## src/sv/rtf_lz_window_decompressor_macros.svh

```systemverilog
// Assertion macros for the compressed RTF window decompressor.
`ifndef RTF_LZ_WINDOW_DECOMPRESSOR_MACROS_SVH
`define RTF_LZ_WINDOW_DECOMPRESSOR_MACROS_SVH

`ifndef NO_ASSERTIONS
`define RTFLZ_ASSERT(lbl, clk, rst_n, prop) \
    lbl: assert property (@(posedge clk) disable iff (!rst_n) (prop)) \
        else $error("rtflz assertion failed");
`define RTFLZ_IMPLY(lbl, clk, rst_n, ante, cons) \
    lbl: assert property (@(posedge clk) disable iff (!rst_n) (ante) |-> (cons)) \
        else $error("rtflz implication failed");
`define RTFLZ_NEXT(lbl, clk, rst_n, ante, cons) \
    lbl: assert property (@(posedge clk) disable iff (!rst_n) (ante) |=> (cons)) \
        else $error("rtflz next-cycle check failed");
`else
`define RTFLZ_ASSERT(lbl, clk, rst_n, prop)
`define RTFLZ_IMPLY(lbl, clk, rst_n, ante, cons)
`define RTFLZ_NEXT(lbl, clk, rst_n, ante, cons)
`endif

`endif

```

## src/sv/rtflz_pkg.sv

```systemverilog
// Package: constants, types and preamble table of the RTF window decompressor.
`timescale 1ns / 1ps
package rtflz_pkg;

    localparam int WINDOW_DEPTH    = 4096;
    localparam int WIN_AW          = $clog2(WINDOW_DEPTH);
    localparam int PREAMBLE_LENGTH = 207;

    localparam logic [3:0] TOKENS_PER_FLAG = 4'd8;
    localparam logic [4:0] MIN_MATCH       = 5'd2;

    localparam logic [1:0] PH_FLAG  = 2'd0;
    localparam logic [1:0] PH_TOKEN = 2'd1;
    localparam logic [1:0] PH_REF   = 2'd2;

    typedef logic [WIN_AW-1:0] win_addr_t;
    typedef logic [WIN_AW:0]   win_fill_t;

    typedef enum logic [2:0] {
        S_IDLE = 3'b001,
        S_READ = 3'b010,
        S_EMIT = 3'b100
    } seq_state_t;

    typedef struct packed {
        logic      rd_en;
        win_addr_t rd_addr;
        logic      wr_en;
        logic [7:0] wr_data;
    } win_req_t;

    typedef struct packed {
        logic       valid;
        logic [7:0] data;
        logic       last;
        logic       done;
    } emit_t;

    // first character in the top byte
    localparam logic [8*PREAMBLE_LENGTH-1:0] PREAMBLE_BITS = {
        "{\\rtf1\\ansi\\mac\\deff0\\deftab720{\\fonttbl;}{\\f0\\fnil \\froman ",
        "\\fswiss \\fmodern \\fscript \\fdecor MS Sans SerifSymbolArialTimes ",
        "New RomanCourier{\\colortbl\\red0\\green0\\blue0",
        8'h0D, 8'h0A,
        "\\par \\pard",
        "\\plain\\f0\\fs20\\b\\i\\u\\tab\\tx"
    };

    function automatic logic [7:0] preamble_byte(input win_addr_t addr);
        int         bitpos;
        logic [7:0] b;
        bitpos = 0;
        b      = '0;
        if (int'(addr) < PREAMBLE_LENGTH)
        begin
            bitpos = 8 * (PREAMBLE_LENGTH - 1 - int'(addr));
            b      = PREAMBLE_BITS[bitpos +: 8];
        end
        return b;
    endfunction

endpackage

```

## src/sv/rtflz_seq.sv

```systemverilog
// Sequencer: flag/token parsing, byte-at-a-time copy loop and output count.
`timescale 1ns / 1ps
`include "rtf_lz_window_decompressor_macros.svh"
module rtflz_seq (
    input  logic                clk,
    input  logic                rst_n,
    input  logic                in_valid,
    input  logic [7:0]          in_byte,
    output logic                in_ready,
    input  logic                cfg_valid,
    input  logic [31:0]         cfg_data,
    input  logic                slot_free,
    output rtflz_pkg::emit_t    emit,
    output rtflz_pkg::win_req_t win_req,
    input  logic [7:0]          win_rdata
);
    import rtflz_pkg::*;

    seq_state_t  state_reg, state_next;
    logic [1:0]  phase_reg, phase_next;
    logic [7:0]  flag_reg, flag_next;
    logic [3:0]  tokens_reg, tokens_next;
    logic [7:0]  ref_hi_reg, ref_hi_next;
    logic [31:0] produced_reg, produced_next;
    logic [31:0] target_reg;
    logic        finished_reg, finished_next;
    logic [7:0]  lit_reg, lit_next;
    logic        use_lit_reg, use_lit_next;
    win_addr_t   pos_reg, pos_next;
    logic [4:0]  len_reg, len_next;

    logic        accept;
    logic        active;
    logic [31:0] sum;
    logic        hit_done;
    logic [3:0]  tok_dec;

    always_comb
    begin
        in_ready = (state_reg == S_IDLE);
        accept   = in_valid && in_ready;
        active   = !finished_reg && (produced_reg < target_reg);
        sum      = produced_reg + 32'd1;
        hit_done = (sum >= target_reg);
        tok_dec  = (tokens_reg == 4'd0) ? 4'd0 : tokens_reg - 4'd1;

        emit.valid = (state_reg == S_EMIT) && slot_free;
        emit.data  = use_lit_reg ? lit_reg : win_rdata;
        emit.done  = hit_done;
        emit.last  = hit_done || (len_reg == 5'd1);

        win_req.rd_en   = (state_reg == S_READ);
        win_req.rd_addr = pos_reg;
        win_req.wr_en   = emit.valid;
        win_req.wr_data = emit.data;

        state_next    = state_reg;
        phase_next    = phase_reg;
        flag_next     = flag_reg;
        tokens_next   = tokens_reg;
        ref_hi_next   = ref_hi_reg;
        produced_next = produced_reg;
        finished_next = finished_reg;
        lit_next      = lit_reg;
        use_lit_next  = use_lit_reg;
        pos_next      = pos_reg;
        len_next      = len_reg;

        case (state_reg)
            S_IDLE:
            begin
                if (accept && active)
                begin
                    case (phase_reg)
                        PH_TOKEN:
                        begin
                            if (!flag_reg[0])
                            begin
                                lit_next     = in_byte;
                                use_lit_next = 1'b1;
                                len_next     = 5'd1;
                                state_next   = S_EMIT;
                            end
                            else
                            begin
                                ref_hi_next = in_byte;
                                phase_next  = PH_REF;
                            end
                        end
                        PH_REF:
                        begin
                            pos_next     = {ref_hi_reg, in_byte[7:4]};
                            len_next     = {1'b0, in_byte[3:0]} + MIN_MATCH;
                            use_lit_next = 1'b0;
                            state_next   = S_READ;
                        end
                        default:
                        begin
                            flag_next   = in_byte;
                            tokens_next = TOKENS_PER_FLAG;
                            phase_next  = PH_TOKEN;
                        end
                    endcase
                end
            end
            S_READ:
            begin
                state_next = S_EMIT;
            end
            S_EMIT:
            begin
                if (slot_free)
                begin
                    produced_next = sum;
                    if (hit_done)
                        finished_next = 1'b1;
                    if (emit.last)
                    begin
                        flag_next   = flag_reg >> 1;
                        tokens_next = tok_dec;
                        phase_next  = (tok_dec == 4'd0) ? PH_FLAG : PH_TOKEN;
                        state_next  = S_IDLE;
                    end
                    else
                    begin
                        pos_next   = pos_reg + 1'b1;
                        len_next   = len_reg - 5'd1;
                        state_next = S_READ;
                    end
                end
            end
            default:
            begin
                state_next = S_IDLE;
            end
        endcase
    end

    always_ff @(posedge clk or negedge rst_n)
    begin
        if (!rst_n)
        begin
            state_reg    <= S_IDLE;
            phase_reg    <= PH_FLAG;
            flag_reg     <= '0;
            tokens_reg   <= '0;
            ref_hi_reg   <= '0;
            produced_reg <= '0;
            finished_reg <= 1'b0;
            target_reg   <= '0;
        end
        else
        begin
            state_reg    <= state_next;
            phase_reg    <= phase_next;
            flag_reg     <= flag_next;
            tokens_reg   <= tokens_next;
            ref_hi_reg   <= ref_hi_next;
            produced_reg <= produced_next;
            finished_reg <= finished_next;
            if (cfg_valid)
                target_reg <= cfg_data;
        end
    end

    always_ff @(posedge clk)
    begin
        lit_reg     <= lit_next;
        use_lit_reg <= use_lit_next;
        pos_reg     <= pos_next;
        len_reg     <= len_next;
    end

    `RTFLZ_IMPLY(a_emit_below_target, clk, rst_n, emit.valid, produced_reg < target_reg)
    `RTFLZ_IMPLY(a_copy_len_nonzero, clk, rst_n, state_reg != S_IDLE, len_reg != 5'd0)
    `RTFLZ_NEXT(a_last_returns_idle, clk, rst_n, emit.valid && emit.last, state_reg == S_IDLE)
    `RTFLZ_NEXT(a_finished_sticks, clk, rst_n, finished_reg, finished_reg)
    `RTFLZ_ASSERT(a_no_rw_same_cycle, clk, rst_n, !(win_req.rd_en && win_req.wr_en))

endmodule

```

## config.mk

```make
export PLATFORM = sky130hd
export DESIGN_NAME = rtflz_seq
export DESIGN_NICKNAME = d
export VERILOG_FILES = /design/src/sv/rtflz_pkg.sv /design/src/sv/rtflz_seq.sv
export VERILOG_INCLUDE_DIRS = /design/src /design/src/sv
export SDC_FILE = /design/constraint.sdc
export NUM_CORES = 1
export LEC_CHECK = 0
export BUFFER_PORTS_ARGS = -buffer_cell sky130_fd_sc_hd__buf_2
export CORE_MARGIN = 10
export CORE_UTILIZATION = 35
export CTS_CLUSTER_SIZE = 28
export DETAILED_ROUTE_END_ITERATION = 8
export SYNTH_ARGS = -nofsm -noshare
export SYNTH_HDL_FRONTEND = slang
export SYNTH_SLANG_ARGS = --single-unit
export TNS_END_PERCENT = 100
```

## constraint.sdc

```tcl
create_clock -name clk -period 5.5 [get_ports clk]
set_input_delay 0.55 -clock clk [delete_from_list [all_inputs] [get_ports clk]]
set_output_delay 0.55 -clock clk [all_outputs]
set_load 0.05 [all_outputs]
```

# --- Word level (Yosys, flattened, before mapping) ---
# Cells that the tools add are included.
op_classes:
  add_sub_neg: 5
  n_lt_le_gt_ge: 2
  n_eq_ne: 17
  muxes: 38
  bitwise_logic: 1
  n_reduce_logical: 21
op_table:
  columns: ["operator", "count"]
  rows:
  - ["12-bit 2-to-1 mux", 4]
  - ["8-bit 2-to-1 mux", 5]
  - ["32-bit by 1-bit adder with 32-bit output (second input constant)", 1]
  - ["32-bit >= comparator", 1]
  - ["32-bit less-than comparator", 1]
  - ["12-bit case mux with 2 select lines", 1]
  - ["4-bit 2-to-1 mux", 5]
  - ["5-bit 2-to-1 mux", 4]
  - ["5-bit case mux with 2 select lines", 2]
  - ["8-bit case mux with 2 select lines", 1]
  - ["4-bit AND reduction", 4]
  - ["12-bit by 1-bit adder with 12-bit output (second input constant)", 1]
  - ["2-bit != test (second input constant)", 6]
  - ["6-bit AND reduction", 2]
  - ["2-bit 2-to-1 mux", 5]
  - ["5-bit AND reduction", 2]
  - ["3-bit 2-to-1 mux", 3]
  - ["3-bit case mux with 3 select lines", 1]
  - ["4-bit zero test", 2]
  - ["2-bit case mux with 2 select lines", 2]
  - ["4-bit case mux with 2 select lines", 1]
  - ["3-bit != test (second input constant)", 2]
  - ["3-bit case mux with 2 select lines", 1]
  - ["4-bit by 2-bit adder with 5-bit output (second input constant)", 1]
  - ["20 further kinds", 26]
word_totals:
  register_bits: 116
  in_bits: 53
  output_inout_bits: 34
  word_cells: 96

# --- Logic depth before layout (Yosys ltp) ---
# Gate-level depths: netlist of run 1.
logic_depth:
  ltp_word: 7
  depth_mapped: 17
  ltp_nobuf: 17

# --- Least setup slack after synthesis of run 1 ---
# Ideal clock, no wire load.
synth_timing:
  path_type: "reg-to-reg"
  from: "register produced_reg[2]"
  to: "register pos_reg[0], enable pin"
  t_arrival_ns: 3.803
  required_ns: 5.100
  path_slack_ns: 1.297
  stages_incl_launch_ff: 15
  path_buffers: 0
  path_cell_list: "dfrtp_1 -> nand3_1 -> nor2_1 -> nand3_1 -> nor3_1 -> nand3_1 -> xnor2_1 -> ha_1 -> a21oi_1 -> o21ai_0 -> a211oi_1 -> o211ai_1 -> nor2_1 -> a21oi_1 -> a211oi_1"
synth_between:
  elab_chain_len: 5
  word_cells_on_any_way: 9
synth_lines:
  columns: ["item", "line_no", "source"]
  rows:
  - ["start, declared", "rtflz_seq.sv:24", "logic [31:0] produced_reg, produced_next;"]
  - ["start signal, assigned", "rtflz_seq.sv:159", "produced_reg <= produced_next;"]
  - ["32-bit by 1-bit adder with 32-bit output", "rtflz_seq.sv:43", "sum = produced_reg + 32'd1;"]
  - ["net sum[25]", "rtflz_seq.sv:34", "logic [31:0] sum;"]
  - ["32-bit >= comparator", "rtflz_seq.sv:44", "hit_done = (sum >= target_reg);"]
  - ["1-bit logical OR", "rtflz_seq.sv:50", "emit.last = hit_done || (len_reg == 5'd1);"]
  - ["2-bit != test (no source line)", null, null]
  - ["5-bit AND reduction (no source line)", null, null]
  - ["end signal, assigned", "rtflz_seq.sv:170", "pos_reg <= pos_next;"]
  - ["end, declared", "rtflz_seq.sv:29", "win_addr_t pos_reg, pos_next;"]
# The timed path passes the listed nets, and every way through them passes these cells.
# A chain may end at the register's enable or synchronous reset.

==> metrics.md, run 1 <==
| Metric | Value |
|---|---|
| Die H | 162 um |
| FP Rows | 51 |
| Synth Area per Inst | 9.65 sq um |
| Gp weighted congestion | approximately 0.86 |
| Final setup TNS | 0 ns |
| Skew-Pair Late Insertion Delay | 0.43 ns |
| Inserted Clock Buffers | 17 |
| Clock Path Buffers | 2 |
| Async S/R FF share, synth | 0.776 |
| Wirelength per Cell | 15.1 um |
| Synth Net Count | approximately 850 |
| Multi-input logic area | 3700 sq um |
| Final #Nets | 939 |
| Horiz. Die Dim | about 160 um |
| # Max-Cap Violations | 0 |
| Initial drt markers | a little over 300 |
| Status | completed |
| Clk root buf | clkbuf_16 |
| Gate Count Post-Synth | 730 |
| Post-detail-place hpwl | 12,400 um |
| H-tree depth | 4 |
| Tot GR Track Use | 0.130 |
| Worst-path maximum fanout | 7 |
| Synth area leaders | dfrtp_1 (32%), ha_1 (13%), edfxtp_1 (11%) |
| ANT nets after route | 0 |
| Total number of vias | 5,270 |
| Seq/Total Area, Yosys | 0.431 |
| Residual DRC | 0 |
| Pre-CTS setup slack | roughly 1.2 ns |
| Worst Hold Class | in -> async |
| Antenna cell count | 0 |
| Critical path endpoint category | primary output |
| Pin count of the biggest net entering global routing | 64 |
| Leakage | 3.96 nW |
| Yosys cell types | 49 |
| Clock Pin Slew Worst Setup and Hold Paths | 0.06 ns |
| Slew Limit Fails | 0 |
| Seq. cell area | approximately 3000 sq um |
| Startpoint Class | register |
| RSZ-0062 raised after global routing | no |
| Setup CP Type | reg -> out |
| Num ports | 87 |
| First-pass GRT wire length | 27,700 um |
| Slew HR | 0.349 |
| Core Area | approximately 20,000 sq um |
| GRT overflow | 0 |
| Synth Flop Type | dfrtp_1 |
| Leading area contributor after synthesis | dfrtp_1 |
| Final WS setup | 0.790 ns |
| Yosys top cell area share | 0.316 |
| CTS resizes | 0 |
| Via density | around 4.8 |
| Tcrit/Tclk final | 0.856 |
| Crit path arrival time | approximately 4.2 ns |
| Layout cells sized above 1 | 0.196 |
| Initial antenna violation count | 0 |
| Pre-antenna DRT Iters | 4 |
| Clk sinks | 116 |
| Maximum vdd drop | 0.229 mV |
| Clock skew | approximately 0.015 ns |
| Post-placement cell area | 7720 sq um |
| #FFs+latches synth | 116 |
| Post-synth EDFFs | 26 |
| Initial Util | 0.358 |
| WP data required | 4.95 ns |
| Wirelength, routed | 16,500 um |
| Least-Margin Pin Slew | 0.977 ns |
| Fill count | 1,945 |
| Number of setup buffers added after CTS | 0 |
| Post-Syn Area | around 7000 sq um |
| Design area | 8320 sq um |
| Pwr/cell area | 407 nW/um^2 |
| Area Growth Syn to Fin | 18.1% |
| Final setup fails | 0 |
| CTS tree | done |
| Number of global-route vias before repair | 5,368 |
| FMAX | 212 MHz |
| PortBufs | 86 |
| CTS Hold Bufs | 0 |
| Synth warn | 0 |
| Die area | 26,200 sq um |
| Tmin final | 4.71 ns |
| Endpoints failing hold | 0 |
placed cells by master, fill, tap and decap left out, types with 2 or more instances in the layout:
master        n
a211oi_1      3
a21o_1        6
a21oi_1      28
a31oi_1       4
and2_1        4
and3_1       13
and4_1        3
buf_2        85
buf_4         8
bufinv_16     2
clkbuf_16    17
clkinv_4      4
clkinvlp_4    3
dfrtp_1      89
edfxtp_1     26
ha_1         71
inv_1        45
inv_6         6
mux2_2       28
nand2_1     121
nand2b_1      3
nand3_1      25
nand4_1      14
nor2_1       37
nor2b_1       6
nor3_1       12
nor4_1        2
o211ai_1      3
o21ai_0      57
o21ai_1       2
o31a_1        2
or2_2         2
or3_1         2
xnor2_1      49
xor2_1       27
final timing paths:
path                                              startpoint                    endpoint  slack [ns]  depth (start not counted)
worst max-delay path            produced_reg[14]$_DFFE_PN0P_                     emit[0]        0.79                         15
worst min-delay path                                   rst_n   target_reg[7]$_DFFE_PN0P_        0.14                          1
worst max register to register  produced_reg[14]$_DFFE_PN0P_     flag_reg[3]$_DFFE_PN0P_        1.26                         16
worst min register to register      finished_reg$_DFFE_PN0P_    finished_reg$_DFFE_PN0P_        0.48                          1
max in group asynchronous                              rst_n     flag_reg[4]$_DFFE_PN0P_        4.34                          2
min in group clk                                cfg_data[24]  target_reg[24]$_DFFE_PN0P_        0.33                          3
critical path: stages (launching register included):
cell	delay, ns
dfrtp_1	0.48
and3_1	0.23
and3_1	0.20
and2_0	0.29
nand3_1	0.18
nor2_1	0.24
nand2_1	0.10
xnor2_1	0.14
ha_1	0.31
a21oi_1	0.19
o21ai_0	0.11
a211oi_1	0.44
nor2_1	0.10
nor4_1	0.36
inv_1	0.14
buf_2	0.24
cells by family after synthesis:
| family | share of synthesized area |
|---|---|
| compound gates | 0.0974 |
| xor+xnor | 0.0945 |
| fa+ha+maj | 0.126 |
| buf+inv | 0.0442 |
| flops | 0.431 |
| mux | 0.0448 |
| simple gates | 0.162 |
metrics by stage:
stage                     power, mW   util  cells  hold slack [ns]
after CTS                      3.43  0.423   1093            0.162
after floorplan                2.03      -    730            0.254
after global placement         2.28  0.393   1061            0.471
after detailed placement       2.29  0.393   1061            0.469
after global routing           3.58  0.423   1093            0.193
final                          3.39  0.423   1093            0.144
power by group:
| group | internal (mW) | total [mW] | switching [mW] |
|---|---|---|---|
| combinational | 0.365 | 1.04 | 0.670 |
| clock | 0.677 | 1.12 | 0.445 |
| sequential | 1.10 | 1.23 | 0.128 |
| total | 2.15 | 3.39 | 1.24 |
synth_stat cells, types with 3 or more instances:
cell / number
nand2_1: 121
dfrtp_1: 89
ha_1: 71
o21ai_0: 57
xnor2_1: 49
inv_1: 45
nor2_1: 37
a21oi_1: 28
mux2_2: 28
xor2_1: 27
edfxtp_1: 26
nand3_1: 25
clkbuf_1: 14
nand4_1: 14
and3_1: 13
nor3_1: 12
buf_4: 11
a21o_1: 6
nor2b_1: 6
a211oi_1: 4
a31oi_1: 4
and2_1: 4
and4_1: 3
nand2b_1: 3
o211ai_1: 3
cell type report:
cell class | instances | area share
Sequential cell | 116 | 0.365
Inverter | 45 | 0.0203
Tap cell | 265 | 0.0399
Multi-Input combinational cell | 542 | 0.445
Clock inverter | 15 | 0.0205
Timing Repair Buffer | 93 | 0.0584
Clock buffer | 17 | 0.0511
per-layer routing:
metal  vias up  share of wire  global-route usage
li1       2680              -                   -
met1      2483           0.50               0.175
met2        90           0.45               0.197
met3        17          0.039              0.0286
met4         0          0.017              0.0517
met5         -              0                   0
Note: power is estimated with default switching activity, not from simulation.
==> inputs of run 2 (changes only) <==
Settings changed: ABC_AREA set to 1, CELL_PAD_IN_SITES_DETAIL_PLACEMENT set to 0, CELL_PAD_IN_SITES_GLOBAL_PLACEMENT set to 2, PLACE_DENSITY_LB_ADDON set to 0.1.
==> run 2 against run 1 <==
Synthesized cell count grew 32%; final cell count rose by 22%; sequential cell count is the same; critical path type unchanged.
==> metrics.md, run 2 <==
| Metric | Value |
|---|---|
| Status | completed (unchanged) |
| WP data required | 4.95 ns (about the same) |
| Most frequent cell after synthesis | nand2_1 (unchanged) |
| Skew-Pair Late Insertion Delay | 0.42 ns (was 0.43 ns) |
| Slew HR | 0.347 (was 0.349) |
| Synth Flop Type | dfrtp_1 (unchanged) |
| Clock Path Buffers | 2 (unchanged) |
| Number of global-route vias before repair | 6,141 (was 5,368) |
| Inserted Clock Buffers | 17 (unchanged) |
| Num ports | 87 (unchanged) |
| Leakage | 4.53 nW (was 3.96 nW) |
| Tcrit/Tclk final | 0.761 (was 0.856) |
| Async S/R FF share, synth | 0.776 (unchanged) |
| Overall power | 4.36 mW (was 3.39 mW) |
| Commonest cells in the netlist | nand2_1 (290), inv_1 (129), dfrtp_1 (89), o21ai_0 (83), ha_1 (71) (was nand2_1 (121), dfrtp_1 (89), ha_1 (71), o21ai_0 (57), xnor2_1 (49)) |
| Met1 Track Usage GR | 0.205 (was 0.175) |
| GR Util met2 | 0.215 (was 0.197) |
| FP Rows | 53 (was 51) |
| Worst-path maximum fanout | 6 (was 7) |
| Synth Area per Inst | 7.87 sq um (was 9.65 sq um) |
| Worst Hold Class | in -> async (unchanged) |
| Gp weighted congestion | 0.789 (was 0.857) |
| R2R depth | 17 (was 16) |
| # Max-Cap Violations | 0 (unchanged) |
| Total number of vias | 6,009 (was 5,270) |
| CTS tree | done (unchanged) |
| Setup CP Type | reg -> out (unchanged) |
| Horiz. Die Dim | 167 um (was 162 um) |
| Clk root buf | clkbuf_16 (unchanged) |
| CP delay by family, top | simple AND/OR/NAND/NOR gates (unchanged) |
| Clock Pin Slew Worst Setup and Hold Paths | 0.06 ns (about the same) |
| Via density | 4.52 (was 4.82) |
| Post-synth EDFFs | 26 (unchanged) |
| Initial antenna violation count | 0 (unchanged) |
| Initial Util | 0.359 (was 0.358) |
| R2R Path End | pos_reg[10]$_DFFE_PP_ (was flag_reg[3]$_DFFE_PN0P_) |
| Most Crowded Layer GR | met2 (unchanged) |
| Pre-antenna DRT Iters | 5 (was 4) |
| Critical path endpoint category | primary output (unchanged) |
| Seq/Total Area, Yosys | 0.400 (was 0.431) |
| Maximum vdd drop | 0.221 mV (was 0.229 mV) |
| Core Area | 21,200 sq um (was 19,700 sq um) |
| Commonest non-fill, non-tap cells in the layout | nand2_1 (290), inv_1 (129), dfrtp_1 (89) (was nand2_1 (121), dfrtp_1 (89), buf_2 (85)) |
| GRT overflow | 0 (unchanged) |
| Util after Layout | 0.420 (was 0.423) |
| FMAX | 239 MHz (was 212 MHz) |
| Synth Net Count | 1,088 (was 854) |
| Wirelength per Cell | 14.8 um (was 15.1 um) |
| Crit path arrival time | 3.64 ns (was 4.16 ns) |
| Gate Count Post-Synth | 964 (was 730) |
| Layout cells sized above 1 | 0.163 (was 0.196) |
| First-pass GRT wire length | 32,700 um (was 27,700 um) |
| Tmin final | 4.19 ns (was 4.71 ns) |
| Crit path cell chain | nand2_1 > nor3_1 > nand2_1 > or3_1 > xor2_1 > inv_1 > ha_1 > a21oi_1 > o21a_1 > nand2_1 > a21oi_1 > and2_1 > nand2_1 > buf_2 (was and3_1 > and3_1 > and2_0 > nand3_1 > nor2_1 > nand2_1 > xnor2_1 > ha_1 > a21oi_1 > o21ai_0 > a211oi_1 > nor2_1 > nor4_1 > inv_1 > buf_2) |
| Residual DRC | 0 (unchanged) |
| RSZ-0062 raised after global routing | no (unchanged) |
| Pin count of the biggest net entering global routing | 64 (unchanged) |
| Yosys top cell area share | 0.294 (was 0.316) |
| Synth warn | 0 (unchanged) |
| Area Growth Syn to Fin | 17.0% (was 18.1%) |
| PortBufs | 86 (unchanged) |
| Tot GR Track Use | 0.144 (was 0.130) |
| Wirelength, routed | 19,700 um (was 16,500 um) |
| Clock skew | 0.0103 ns (was 0.0153 ns) |
| Commonest non-fill, non-tap cell in the layout | nand2_1 (unchanged) |
| Slew Limit Fails | 0 (unchanged) |
| Fill count | 2,210 (was 1,945) |
| CP Buf/Inv Count | 2 (unchanged) |
| Final #Nets | 1,165 (was 939) |
| Die area | 28,000 sq um (was 26,200 sq um) |
| CTS Hold Bufs | 0 (unchanged) |
| Post-detail-place hpwl | 15,200 um (was 12,400 um) |
| Crit-path slowest cell | dfrtp_1 (unchanged) |
| CTS resizes | 0 (unchanged) |
| ANT nets after route | 0 (unchanged) |
| Final setup fails | 0 (unchanged) |
| Yosys cell types | 42 (was 49) |
| Initial drt markers | 323 (was 302) |
| Grt met3 use | 0.0321 (was 0.0286) |
| Worst R2R Setup Slack | 1.64 ns (was 1.26 ns) |
| Final WS setup | 1.31 ns (was 0.790 ns) |
| Endpoints failing hold | 0 (unchanged) |
| Startpoint Class | register (unchanged) |
| Pre-CTS setup slack | 1.61 ns (was 1.22 ns) |
| Antenna cell count | 0 (unchanged) |
| Clk sinks | 116 (unchanged) |
| Pwr/cell area | 491 nW/um^2 (was 407 nW/um^2) |
| Final setup TNS | 0 ns (unchanged) |
| R2R Path Start | produced_reg[22]$_DFFE_PN0P_ (was produced_reg[14]$_DFFE_PN0P_) |
| Synth area leaders | dfrtp_1 (29%), nand2_1 (14%), ha_1 (12%) (was dfrtp_1 (32%), ha_1 (13%), edfxtp_1 (11%)) |
| Post-Syn Area | 7590 sq um (was 7040 sq um) |
| Crit path largest cell delay | 0.48 ns (about the same) |
| Die H | 167 um (was 162 um) |
| Number of setup buffers added after CTS | 0 (unchanged) |
| Least-Margin Pin Slew | 0.979 ns (was 0.977 ns) |
| Leading area contributor after synthesis | dfrtp_1 (unchanged) |
| H-tree depth | 4 (unchanged) |
| #FFs+latches synth | 116 (unchanged) |
| CP most frequent cell | nand2_1 |
-- run 2: area by class of cell --
class,instances,area (sq um),area share
Multi-Input combinational cell,678,3870,0.436
Timing Repair Buffer,90,463,0.0522
Clock buffer,17,425,0.0479
Sequential cell,116,3030,0.342
Tap cell,275,344,0.0388
Inverter,138,518,0.0584
Clock inverter,15,218,0.0245
-- run 2: where the power goes --
part | total [mW] | leakage [nW] | internal [mW] | switching [mW]
registers | 1.38 | 1.36 | 1.14 | 0.246
clock network | 1.21 | 0.312 | 0.772 | 0.443
logic | 1.76 | 2.86 | 0.579 | 1.18
-- run 2: metrics by stage --
stage               hold WS, ns  std cells  cell area (sq um)
global placement          0.455       1297               8230
detailed placement        0.460       1297               8230
global route             0.0840       1329               8870
floorplan                 0.254        964               7590
CTS                      0.0660       1329               8870
finish                   0.0615       1329               8870
-- run 2: how the worst max path moves through the flow --
| stage | end | cells past startpoint | startpoint | slack [ns] |
|---|---|---|---|---|
| floorplan | pos_reg[0]$_DFFE_PP_ | 18 | produced_reg[0]$_DFFE_PN0P_ | 1.30 |
| global placement | len_reg[4]$_DFFE_PP_ | 16 | produced_reg[22]$_DFFE_PN0P_ | 1.65 |
| detailed placement | pos_reg[11]$_DFFE_PP_ | 17 | produced_reg[22]$_DFFE_PN0P_ | 1.61 |
| CTS | emit[1] | 15 | produced_reg[22]$_DFFE_PN0P_ | 1.23 |
| global route | emit[1] | 15 | produced_reg[22]$_DFFE_PN0P_ | 0.97 |
| finish | emit[1] | 14 | produced_reg[22]$_DFFE_PN0P_ | 1.31 |
-- run 2: cell families after synthesis --
| group | share of synthesized area |
|---|---|
| adders and majority gates | 0.117 |
| buffers and inverters | 0.0909 |
| and+or+nand+nor | 0.251 |
| xor gates and xnor gates | 0.0333 |
| muxes | 0.0134 |
| DFF | 0.400 |
| AOI/OAI and AO/OA | 0.0947 |
-- run 2: worst register-to-register path: cells and delay by family, from the launching register on --
family / cells / cell delay [ns]
buf+inv: 2 / 0.33
compound gates: 3 / 0.48
flops: 1 / 0.48
simple gates: 10 / 1.75
fa+ha+maj: 1 / 0.29
xor+xnor: 1 / 0.22
-- run 2: per-layer routing --
metal	vias to the layer above	wire length, um
met3	11	587
met4	0	160
met5	-	0
met1	2671	10600
met2	79	8360
li1	3248	-
==> inputs of run 3 (changes only) <==
Clock period 5.5 ns to 3.9 ns, I/O delays scaled along.
==> run 3 against run 2 <==
The flow now finishes with violations (negative hold slack); clock skew rose by 0.0016 ns; total power rose by 44%; non-clock buffer count rose by 27; final cell count rose by 2.0%; worst setup slack got worse by 1.1 ns; design area rose by 3.1%; register-to-register slack got worse by 1.3 ns; clock power rose by 31%; wire length rose by 4.3%; core utilization rose by 1.3 points; sequential cell count did not move; count of clock-buffer cells in the layout did not move; critical endpoint unchanged.
==> metrics.md, run 3 (same netlist as run 2, synthesis figures left out) <==
| Metric | Value |
|---|---|
| CTS tree | done (unchanged) |
| H-tree depth | 4 (unchanged) |
| Commonest non-fill, non-tap cell in the layout | nand2_1 (unchanged) |
| Maximum vdd drop | 0.374 mV (was 0.221 mV) |
| Inserted Clock Buffers | 17 (unchanged) |
| Reg power frac | 0.303 (was 0.317) |
| Slew HR | 0.333 (was 0.347) |
| Residual DRC | 0 (unchanged) |
| Slew Limit Fails | 0 (unchanged) |
| Status | complete, but fails checks (was completed) |
| Util after Layout | 0.432 (was 0.420) |
| # Max-Cap Violations | 0 (unchanged) |
| Internal | 3.52 mW (was 2.49 mW) |
| Commonest non-fill, non-tap cells in the layout | nand2_1 (287), inv_1 (129), dfrtp_1 (87) (was nand2_1 (290), inv_1 (129), dfrtp_1 (89)) |
| Worst-path maximum fanout | 3 (was 6) |
| Number of global-route vias before repair | 6,178 (was 6,141) |
| ANT nets after route | 0 (unchanged) |
| Skew-Pair Late Insertion Delay | 0.43 ns (was 0.42 ns) |
| CTS Hold Bufs | 0 (unchanged) |
| Worst Hold Class | in -> async (unchanged) |
| Least-Margin Pin Slew | 1.00 ns (was 0.979 ns) |
| Clock skew | 0.0119 ns (was 0.0103 ns) |
| Gp weighted congestion | 0.777 (was 0.789) |
| Pre-CTS setup slack | -0.0602 ns (was 1.61 ns) |
| Tmin final | 3.71 ns |
| Layout cells sized above 1 | 0.204 (was 0.163) |
| Area Growth Syn to Fin | 20.6% (was 17.0%) |
| Crit path arrival time | 3.32 ns (was 3.64 ns) |
| WL met1 | 10,700 um (was 10,600 um) |
| Pwr/cell area | 688 nW/um^2 (was 491 nW/um^2) |
| Setup crit start | produced_reg[1]$_DFFE_PN0P_ (was produced_reg[22]$_DFFE_PN0P_) |
| Wirelength, routed | 20,500 um (was 19,700 um) |
| Pre-antenna DRT Iters | 6 (was 5) |
| Clk root buf | clkbuf_16 (unchanged) |
| Clock Path Buffers | 2 (unchanged) |
| Endpoints failing hold | 16 (was 0) |
| Failing checks | negative hold slack |
| Via density | 4.60 (was 4.52) |
| Critical path endpoint category | primary output (unchanged) |
| Initial Util | 0.359 (unchanged) |
| Logic pwr share | 0.446 (was 0.404) |
| Final setup TNS | 0 ns (unchanged) |
| Worst R2R Setup Slack | 0.34 ns (was 1.64 ns) |
| Overall power | 6.29 mW (was 4.36 mW) |
| Total number of vias | 6,244 (was 6,009) |
| Startpoint Class | register (unchanged) |
| Initial drt markers | 246 (was 323) |
| FP Rows | 53 (unchanged) |
| Final setup fails | 0 (unchanged) |
| Net Sw Frac | 0.441 (was 0.429) |
| Post-detail-place hpwl | 15,700 um (was 15,200 um) |
| Die area | 28,000 sq um (unchanged) |
| Tot GR Track Use | 0.147 (was 0.144) |
| Setup CP Type | reg -> out (unchanged) |
| Num ports | 87 (unchanged) |
| Core Area | 21,200 sq um (unchanged) |
| Initial antenna violation count | 0 (unchanged) |
| Wirelength per Cell | 15.1 um (was 14.8 um) |
| Final WS setup | 0.195 ns (was 1.31 ns) |
| Clock Pin Slew Worst Setup and Hold Paths | 0.06 ns (about the same) |
| Metal3 WL | 688 um (was 587 um) |
| Pin count of the biggest net entering global routing | 64 (unchanged) |
| R2R Path End | flag_reg[4]$_DFFE_PN0P_ (was pos_reg[10]$_DFFE_PP_) |
| Leakage | 4.66 nW (was 4.53 nW) |
| Clock power share | 0.251 (was 0.279) |
| Final #Nets | 1,192 (was 1,165) |
| P_sw | 2.78 mW (was 1.87 mW) |
| Horiz. Die Dim | 167 um (unchanged) |
| FMAX | ~270 MHz |
| Clk sinks | 116 (unchanged) |
| Metal2 WL | 8790 um (was 8360 um) |
| Antenna cell count | 0 (unchanged) |
| Top Layer Used | met4 (unchanged) |
| Die H | 167 um (unchanged) |
| Hold_ws | -0.0112 ns (was 0.0615 ns) |
| WP data required | 3.51 ns (was 4.95 ns) |
| R2R depth | 23 (was 17) |
| GRT overflow | 0 (unchanged) |
| R2R Path Start | produced_reg[1]$_DFFE_PN0P_ (was produced_reg[22]$_DFFE_PN0P_) |
| PortBufs | 86 (unchanged) |
| Tcrit/Tclk final | 0.950 |
| First-pass GRT wire length | 33,200 um (was 32,700 um) |
-- run 3: cell types whose count changed in the layout (fill, tap and decap cells not counted), sizes merged --
cell	change
bufinv	-3
buf	+27
clkinv	-3
inv	+5
clkinvlp	+1
-- run 3: worst max-delay path by stage --
stage                           endpoint  slack (ns)  cells past startpoint
2_1_floorplan       pos_reg[0]$_DFFE_PP_        0.06                     18
3_3_place_gp        len_reg[2]$_DFFE_PP_        0.13                     18
3_5_place_dp        len_reg[1]$_DFFE_PP_       -0.06                     19
4_1_cts                          emit[1]        0.02                     18
5_1_grt        tokens_reg[2]$_DFFE_PN0P_       -0.05                     23
6_report                         emit[1]        0.19                     19
-- run 3: cell type report --
cell class              instances  area [sq um]
fillers                      2170         12000
multi-input cells             678          3970
flip-flops and latches        116          3040
repair buffers                117           694
inverters                     138           518
clock buffers                  17           425
well taps                     275           344
clock inverters                15           160
-- run 3: layer usage --
metal | track usage | up-vias
li1 | - | 3314
met1 | 0.205 | 2820
met2 | 0.220 | 88
met3 | 0.0351 | 22
met4 | 0.0454 | 0
met5 | 0 | -
-- run 3: stage by stage --
stage,cells,area [sq um]
final,1356,9150
after floorplan,964,7590
after CTS,1348,9000
after detailed placement,1310,8350
after global routing,1356,9150
after global placement,1310,8350
-- run 3: what timing repair did --
item | in CTS | in global routing
pin swaps | 3 | 16
gates resized for setup | 6 | 23
endpoints found under the setup margin | 7 | 31
setup buffers | 6 | 8
-- run 3: critical path: stages, from the launching register on --
cell	delay [ns]
dfrtp_1	0.40
ha_2	0.21
nand2_1	0.09
nor2_4	0.15
nand2_2	0.07
nor2_2	0.15
nand3_2	0.11
inv_2	0.09
nand4_4	0.09
nor3_2	0.19
xor2_1	0.20
ha_1	0.26
nand2_1	0.07
nor2_2	0.04
nand2_1	0.09
inv_1	0.06
a21oi_2	0.19
and2_4	0.20
nand2_4	0.06
buf_8	0.16
-- run 3: power by group through the flow --
| stage | clock [mW] | sequential, mW | combinational (mW) |
|---|---|---|---|
| 5_1_grt | 1.68 | 1.96 | 3.21 |
| 4_1_cts | 1.63 | 1.90 | 2.72 |
| 3_3_place_gp | 0 | 1.93 | 2.65 |
| 3_5_place_dp | 0 | 1.93 | 2.65 |
| 6_report | 1.58 | 1.91 | 2.80 |
| 2_1_floorplan | 0 | 2.02 | 1.79 |
